==> config.mk <==
export PLATFORM = sky130hd
export DESIGN_NAME = websocket_frame_deframer
export DESIGN_NICKNAME = d
export VERILOG_FILES = /design/src/hdl/wsdf_pkg.sv /design/src/hdl/wsdf_front.sv /design/src/hdl/wsdf_queue.sv /design/src/hdl/wsdf_back.sv /design/src/hdl/websocket_frame_deframer.sv
export SDC_FILE = /design/constraint.sdc
export NUM_CORES = 1
export LEC_CHECK = 0
export ABC_AREA = 1
export BUFFER_PORTS_ARGS = -buffer_cell sky130_fd_sc_hd__buf_2
export CORE_MARGIN = 2
export CORE_UTILIZATION = 58
export DETAILED_ROUTE_END_ITERATION = 12
export PLACE_DENSITY_LB_ADDON = 0.05
export REMOVE_ABC_BUFFERS = 1
export SLEW_MARGIN = 20
export SYNTH_ARGS = -nofsm -noshare
export SYNTH_HDL_FRONTEND = slang
export SYNTH_SLANG_ARGS = --single-unit
==> constraint.sdc <==
create_clock -name clk -period 20.9 [get_ports clk]
set_clock_uncertainty 0.15 [all_clocks]
set_input_delay 3.135 -clock clk [delete_from_list [all_inputs] [get_ports clk]]
set_output_delay 3.135 -clock clk [all_outputs]
set_load 0.02 [all_outputs]
==> src/hdl/wsdf_pkg.sv <==
package wsdf_pkg;

  // header length codes
  localparam logic [6:0] LEN7_MAX   = 7'd125;
  localparam logic [6:0] LEN7_EXT16 = 7'd126;

  // header bytes still due after the length code or the mask flag
  localparam logic [3:0] HC_EXT16 = 4'd2;
  localparam logic [3:0] HC_EXT64 = 4'd8;
  localparam logic [3:0] HC_KEY   = 4'd4;

  // command queue between parser and output stage
  localparam int QDEPTH = 4;
  localparam int QAW    = $clog2(QDEPTH);

  typedef struct packed {
    logic [7:0]  stream_byte;
    logic [7:0]  key_byte;
    logic        empty_frame;
    logic        fin_bit;
    logic [2:0]  reserved_bits;
    logic [3:0]  op_code;
    logic        was_masked;
    logic [63:0] frame_length;
    logic        last_byte;
  } cmd_t;

endpackage

==> src/hdl/wsdf_front.sv <==
module wsdf_front
  import wsdf_pkg::*;
(
  input  logic       clk,
  input  logic       rst,
  input  logic       in_take,
  input  logic [7:0] in_byte,
  output logic       cmd_valid,
  output cmd_t       cmd
);

  typedef enum logic [2:0] {
    PH_HDR0    = 3'd0,
    PH_HDR1    = 3'd1,
    PH_EXTLEN  = 3'd2,
    PH_MASK    = 3'd3,
    PH_PAYLOAD = 3'd4
  } phase_t;

  phase_t      phase, phase_next;
  logic [3:0]  hcount, hcount_next;
  logic        fin, fin_next;
  logic [2:0]  rsv, rsv_next;
  logic [3:0]  opcode, opcode_next;
  logic        mflag, mflag_next;
  logic [63:0] len, len_next;
  logic [31:0] key, key_next;
  logic [63:0] left, left_next;
  logic [1:0]  kidx, kidx_next;

  logic        do_len, do_hdr;
  logic [7:0]  key_byte;

  always_comb begin
    case (kidx)
      2'd0:    key_byte = key[31:24];
      2'd1:    key_byte = key[23:16];
      2'd2:    key_byte = key[15:8];
      default: key_byte = key[7:0];
    endcase
  end

  always_comb begin
    phase_next  = phase;
    hcount_next = hcount;
    fin_next    = fin;
    rsv_next    = rsv;
    opcode_next = opcode;
    mflag_next  = mflag;
    len_next    = len;
    key_next    = key;
    left_next   = left;
    kidx_next   = kidx;
    do_len      = 1'b0;
    do_hdr      = 1'b0;
    cmd_valid   = 1'b0;
    cmd.stream_byte = in_byte;
    cmd.key_byte    = 8'd0;
    cmd.empty_frame = 1'b0;
    cmd.last_byte   = 1'b0;

    if (in_take) begin
      case (phase)
        PH_HDR1: begin
          mflag_next = in_byte[7];
          if (in_byte[6:0] <= LEN7_MAX) begin
            len_next = {57'd0, in_byte[6:0]};
            do_len   = 1'b1;
          end else begin
            len_next    = 64'd0;
            hcount_next = (in_byte[6:0] == LEN7_EXT16) ? HC_EXT16 : HC_EXT64;
            phase_next  = PH_EXTLEN;
          end
        end
        PH_EXTLEN: begin
          len_next    = {len[55:0], in_byte};
          hcount_next = hcount - 4'd1;
          if (hcount_next == 4'd0) do_len = 1'b1;
        end
        PH_MASK: begin
          key_next    = {key[23:0], in_byte};
          hcount_next = hcount - 4'd1;
          if (hcount_next == 4'd0) do_hdr = 1'b1;
        end
        PH_PAYLOAD: begin
          kidx_next    = kidx + 2'd1;
          left_next    = left - 64'd1;
          cmd_valid    = 1'b1;
          cmd.key_byte = key_byte;
          if (left_next == 64'd0) begin
            cmd.last_byte = 1'b1;
            phase_next    = PH_HDR0;
          end
        end
        default: begin
          // unused phase codes behave as header byte zero
          fin_next    = in_byte[7];
          rsv_next    = in_byte[6:4];
          opcode_next = in_byte[3:0];
          phase_next  = PH_HDR1;
        end
      endcase

      if (do_len) begin
        key_next = 32'd0;
        if (mflag_next) begin
          hcount_next = HC_KEY;
          phase_next  = PH_MASK;
        end else begin
          do_hdr = 1'b1;
        end
      end

      if (do_hdr) begin
        kidx_next = 2'd0;
        if (len_next == 64'd0) begin
          left_next       = 64'd0;
          phase_next      = PH_HDR0;
          cmd_valid       = 1'b1;
          cmd.empty_frame = 1'b1;
          cmd.last_byte   = 1'b1;
        end else begin
          left_next  = len_next;
          phase_next = PH_PAYLOAD;
        end
      end
    end

    cmd.fin_bit       = fin_next;
    cmd.reserved_bits = rsv_next;
    cmd.op_code       = opcode_next;
    cmd.was_masked    = mflag_next;
    cmd.frame_length  = len_next;
  end

  always_ff @(posedge clk) begin
    if (rst) begin
      phase  <= PH_HDR0;
      hcount <= 4'd0;
      fin    <= 1'b0;
      rsv    <= 3'd0;
      opcode <= 4'd0;
      mflag  <= 1'b0;
      len    <= 64'd0;
      key    <= 32'd0;
      left   <= 64'd0;
      kidx   <= 2'd0;
    end else begin
      phase  <= phase_next;
      hcount <= hcount_next;
      fin    <= fin_next;
      rsv    <= rsv_next;
      opcode <= opcode_next;
      mflag  <= mflag_next;
      len    <= len_next;
      key    <= key_next;
      left   <= left_next;
      kidx   <= kidx_next;
    end
  end

endmodule

==> src/hdl/wsdf_queue.sv <==
module wsdf_queue
  import wsdf_pkg::*;
(
  input  logic clk,
  input  logic rst,
  input  logic wr_en,
  input  cmd_t wr_data,
  output logic q_full,
  output logic q_valid,
  input  logic rd_en,
  output cmd_t rd_data
);

  cmd_t             entries [QDEPTH];
  logic [QAW-1:0]   wr_ptr, rd_ptr;
  logic [QAW:0]     count;

  logic do_wr, do_rd;

  assign q_full  = (count == (QAW+1)'(QDEPTH));
  assign q_valid = (count != '0);
  assign do_wr   = wr_en && !q_full;
  assign do_rd   = rd_en && q_valid;
  assign rd_data = entries[rd_ptr];

  always_ff @(posedge clk) begin
    if (do_wr) begin
      entries[wr_ptr] <= wr_data;
    end
  end

  always_ff @(posedge clk) begin
    if (rst) begin
      wr_ptr <= '0;
      rd_ptr <= '0;
      count  <= '0;
    end else begin
      if (do_wr) wr_ptr <= wr_ptr + 1'b1;
      if (do_rd) rd_ptr <= rd_ptr + 1'b1;
      case ({do_wr, do_rd})
        2'b10:   count <= count + 1'b1;
        2'b01:   count <= count - 1'b1;
        default: count <= count;
      endcase
    end
  end

endmodule

==> src/hdl/wsdf_back.sv <==
module wsdf_back
  import wsdf_pkg::*;
(
  input  logic        clk,
  input  logic        rst,
  input  logic        q_valid,
  input  cmd_t        q_data,
  output logic        q_pop,
  input  logic        pop,
  output logic        empty,
  output logic [7:0]  data_byte,
  output logic        empty_frame,
  output logic        fin_bit,
  output logic [2:0]  reserved_bits,
  output logic [3:0]  op_code,
  output logic        was_masked,
  output logic [63:0] frame_length,
  output logic        last_byte
);

  logic out_valid;

  assign empty = !out_valid;
  // refill the output register when it is free or being taken this cycle
  assign q_pop = q_valid && (!out_valid || pop);

  always_ff @(posedge clk) begin
    if (rst) begin
      out_valid <= 1'b0;
    end else if (q_pop) begin
      out_valid <= 1'b1;
    end else if (pop) begin
      out_valid <= 1'b0;
    end
  end

  always_ff @(posedge clk) begin
    if (q_pop) begin
      data_byte     <= q_data.empty_frame ? 8'd0 : (q_data.stream_byte ^ q_data.key_byte);
      empty_frame   <= q_data.empty_frame;
      fin_bit       <= q_data.fin_bit;
      reserved_bits <= q_data.reserved_bits;
      op_code       <= q_data.op_code;
      was_masked    <= q_data.was_masked;
      frame_length  <= q_data.frame_length;
      last_byte     <= q_data.last_byte;
    end
  end

endmodule

==> src/hdl/websocket_frame_deframer.sv <==
// WebSocket frame deframer: push one stream byte per cycle; header, extended length
// and mask key bytes produce nothing, each payload byte comes out unmasked with its
// frame's fin, reserved bits, opcode, mask flag and length, and a frame of zero length
// gives one result marked empty_frame. A byte is taken every cycle that full is low; a
// four-entry command queue sits between the header parser and the output register, so
// full rises only after five results wait unread (four in the queue, one on the output
// ports), and each result is written into the queue and then loaded into the output
// register, which drives the output ports.
module websocket_frame_deframer
  import wsdf_pkg::*;
(
  input  logic        clk,
  input  logic        rst,
  input  logic        push,
  output logic        full,
  input  logic [7:0]  in_byte,
  output logic        empty,
  input  logic        pop,
  output logic [7:0]  data_byte,
  output logic        empty_frame,
  output logic        fin_bit,
  output logic [2:0]  reserved_bits,
  output logic [3:0]  op_code,
  output logic        was_masked,
  output logic [63:0] frame_length,
  output logic        last_byte
);

  logic in_take;
  logic cmd_valid;
  cmd_t cmd;
  logic q_valid, q_pop;
  cmd_t q_data;

  assign in_take = push && !full;

  wsdf_front u_front (
    .clk       (clk),
    .rst       (rst),
    .in_take   (in_take),
    .in_byte   (in_byte),
    .cmd_valid (cmd_valid),
    .cmd       (cmd)
  );

  wsdf_queue u_queue (
    .clk     (clk),
    .rst     (rst),
    .wr_en   (cmd_valid),
    .wr_data (cmd),
    .q_full  (full),
    .q_valid (q_valid),
    .rd_en   (q_pop),
    .rd_data (q_data)
  );

  wsdf_back u_back (
    .clk           (clk),
    .rst           (rst),
    .q_valid       (q_valid),
    .q_data        (q_data),
    .q_pop         (q_pop),
    .pop           (pop),
    .empty         (empty),
    .data_byte     (data_byte),
    .empty_frame   (empty_frame),
    .fin_bit       (fin_bit),
    .reserved_bits (reserved_bits),
    .op_code       (op_code),
    .was_masked    (was_masked),
    .frame_length  (frame_length),
    .last_byte     (last_byte)
  );

  a_reset_empty: assert property (@(posedge clk) rst |=> empty)
    else $error("output not empty after reset");

  a_queue_drains: assert property (@(posedge clk) disable iff (rst)
    (q_valid && empty) |=> !empty)
    else $error("queued item not moved to output");

  a_empty_frame: assert property (@(posedge clk) disable iff (rst)
    (!empty && empty_frame) |-> (data_byte == 8'd0 && last_byte && frame_length == 64'd0))
    else $error("empty frame item malformed");

  a_full_has_items: assert property (@(posedge clk) disable iff (rst)
    full |-> (q_valid && !empty))
    else $error("full without waiting items");

endmodule
==> results.py <==
metrics = {
    "global_routing": {
        "gr-usage-all-layers_pct": 30.6,
        "grt_start_max_net_pins": 92,
        "grt_pass1_wl_um": 117000,
        "gr-total-overflow": 0,
        "grt_pass1_vias": 20300,
        "antenna_found_initial": 2,
    },
    "route": {
        "drtIter0Drc": 2215,
        "dr_wl_met2_um": 34400,
        "met3_length_um": 5320,
        "via_per_inst": 5.84,
        "final_antenna_net_count": 0,
        "drc_errors": 0,
        "drt_first_pass_iters": 6,
        "avgRoutedWirePerCell_um": 20.7,
        "wl_um": 75900,
        "vias": 21500,
        "dr.max_layer_used": "met4",
        "wl_met1_um": 33900,
    },
    "logic_synthesis": {
        "synth.avg_cell_area_sq_um": 9.37,
        "yosysTopAreaCellShare_pct": 48.3,
        "seq_area_frac_synth_pct": 61.9,
        "synth_seq_cells": 635,
        "synth.distinct_cells": 40,
        "synth_top_area_cell": "edfxtp_1",
        "syn_inst": 2964,
        "ys.warnings.count": 0,
        "synth_area_leaders": "edfxtp_1, dfxtp_1, nor2_1, nand2_1, o21ai_0",
        "netlist_area_sq_um": 27800,
    },
    "timing": {
        "fmax_mhz": 141,
        "drv_slew": 0,
        "timing.slew.headroom_pct": 25.0,
        "fin_crit_sh_pct": 34.0,
        "tightest_slew_ns": 1.12,
        "fin_ws_ns": 13.80,
        "fin_hold_ws_ns": 0.318,
        "hold_viol_final": 0,
        "fin_crit_ns": 7.10,
        "setup_tns_ns": 0,
        "rsz0062_at_grt": "no",
        "setup_viol": 0,
    },
    "final_layout": {
        "final_area_sq_um": 30700,
        "syn2layout_area_growth_pct": 10.7,
        "most-common-layout-cells": "nor2_1, nand2_1, edfxtp_1",
        "layout_commonest_cell": "nor2_1",
        "diodes": 0,
        "fin_nets": 3033,
        "n_fill_cell": 3862,
        "drive_gt1_share_pct": 10.1,
    },
    "critical_path": {
        "end_kind": "register",
        "critical_path_required_ns": 21.25,
        "path_cells": "buf_2 -> inv_1 -> nor2_4 -> buf_4 -> inv_1 -> buf_4 -> nor2_1 -> inv_1 -> o21ai_4 -> buf_4 -> clkinv_2 -> a21oi_1 -> a21oi_1",
        "cp_top_family": "buffers and inverters",
        "cp-start-kind": "input pin",
        "crit_fanout": 71,
        "slowest_delay_ns": 0.97,
        "crit_slowest_cell": "clkinv_2",
        "critical_path_class": "in2reg",
        "arrival_ns": 7.45,
        "path_buf_inv": 8,
    },
    "floorplanning": {
        "io_pins": 97,
        "row_count": 80,
        "initial_core_util_pct": 58.4,
        "die_x_um": 223,
        "dieArea_sq_um": 49600,
        "die_h_um": 223,
        "core_sq_um": 47500,
    },
    "clock_network": {
        "ctsResizeCount": 0,
        "clock_latency_ns": 0.62,
        "clock_path_buffers": 3,
        "numCtsBuffers": 66,
        "cts_root_buf": "clkbuf_16",
        "h-tree-depth": 3,
        "path_clk_slew_ns": 0.06,
        "cts_hold_buf": 0,
        "cts.sinks": 635,
        "post-cts-setup-buffers": 0,
        "cts_tree": "yes",
    },
    "placement": {
        "place.gp.congestion": 0.986,
        "dp_hpwl_um": 50900,
        "place_ws_ns": 13.20,
        "place_area_sq_um": 28700,
        "port_buffers": 96,
    },
    "flow_run": {
        "drv_cap": 0,
    },
    "power_and_ir_drop": {
        "power_density_nw_per_um2": 146,
        "vdd_drop_max_mv": 0.116,
        "total_leakage_power_nw": 11.8,
    },
    "status": {
        "status": "finished clean",
    },
    "worst_hold_path": {
        "hp-class": "reg2reg",
    },
}
where the power goes:
group	switching, W	internal [W]	total, W
clock	0.000489	0.000627	0.00112
sequential	0.000118	0.00162	0.00174
combinational	0.00121	0.000440	0.00165
layer usage:
metal  global-route usage (%)  vias up
met5                        0        -
met4                     10.1        0
met3                     4.89      130
met2                     47.8      824
met1                     43.9    10300
li1                         -    10200
sequential cells by signal, summed over array words and instances (netlist names), 3 cells and up, named ones only:
name / count
u_back.data_byte: 8
u_back.frame_length: 64
u_back.op_code: 4
u_back.reserved_bits: 3
u_front.hcount: 4
u_front.key: 32
u_front.left: 64
u_front.len: 64
u_front.opcode: 4
u_front.phase: 3
u_front.rsv: 3
u_queue.count: 3
u_queue.entries: 364
tightest hold or removal path, stage by stage (launching register included):
cell,delay [ns]
dfxtp_1,0.30
inv_1,0.06
a21oi_1,0.07
metrics by stage:
stage | utilization, % | power, W | cells
final | 64.6 | 0.00450 | 3675
after global routing | 64.6 | 0.00474 | 3675
after CTS | 64.6 | 0.00450 | 3675
after detailed placement | 60.3 | 0.00338 | 3554
after global placement | 60.3 | 0.00336 | 3554
after floorplan | - | 0.00281 | 2816
worst paths after layout:
path	from	to	slack [ns]	cells past startpoint
max	push	u_front.left[4]$_SDFFE_PP0P_	13.80	13
min	u_queue.rd_ptr[1]$_SDFFE_PP0P_	register	0.32	2
max reg2reg	u_front.phase[1]$_SDFFE_PP0P_	u_queue.entries[3][14]$_DFFE_PP_	15.05	15
min reg2reg	u_queue.rd_ptr[1]$_SDFFE_PP0P_	register	0.32	2
logic make-up after synthesis:
group	Yosys count	synth area share (%)
simple gates	1201	17.9
compound gates	697	13.5
flops	635	61.9
buf+inv	405	5.70
fa+ha+maj	14	0.658
xor+xnor	12	0.378
Yosys cell counts:
cell,number
o21bai_1,1
nand3_1,94
a311oi_1,8
o21ai_1,20
nand2_2,2
o22ai_1,139
xor2_1,7
nand3_2,1
clkbuf_1,109
nor2_1,504
inv_2,10
o21ai_2,1
nand3b_1,18
nor3_1,9
nand2_4,2
o211ai_1,3
buf_1,8
a31oi_1,7
nor2_2,10
nand4_1,15
o21ai_4,1
fa_1,1
xnor2_1,5
edfxtp_1,447
or2_1,1
dfxtp_1,188
o21ai_0,320
nand2_1,485
a21oi_1,188
buf_2,23
a211oi_1,1
nor2_4,2
ha_1,13
o21a_1,8
inv_1,247
nand4_2,1
buf_6,1
or2_2,52
buf_4,7
and2_1,5
layout make-up:
class,count,area (sq um),area share (%)
Inverter,257,968,3.15
Timing Repair Buffer,123,698,2.27
Multi-Input combinational cell,1924,9040,29.4
Clock inverter,33,229,0.745
Tap cell,615,769,2.50
Clock buffer,88,1840,5.98
Sequential cell,635,17200,55.9
No activity file was read; power rests on OpenSTA's default activity.
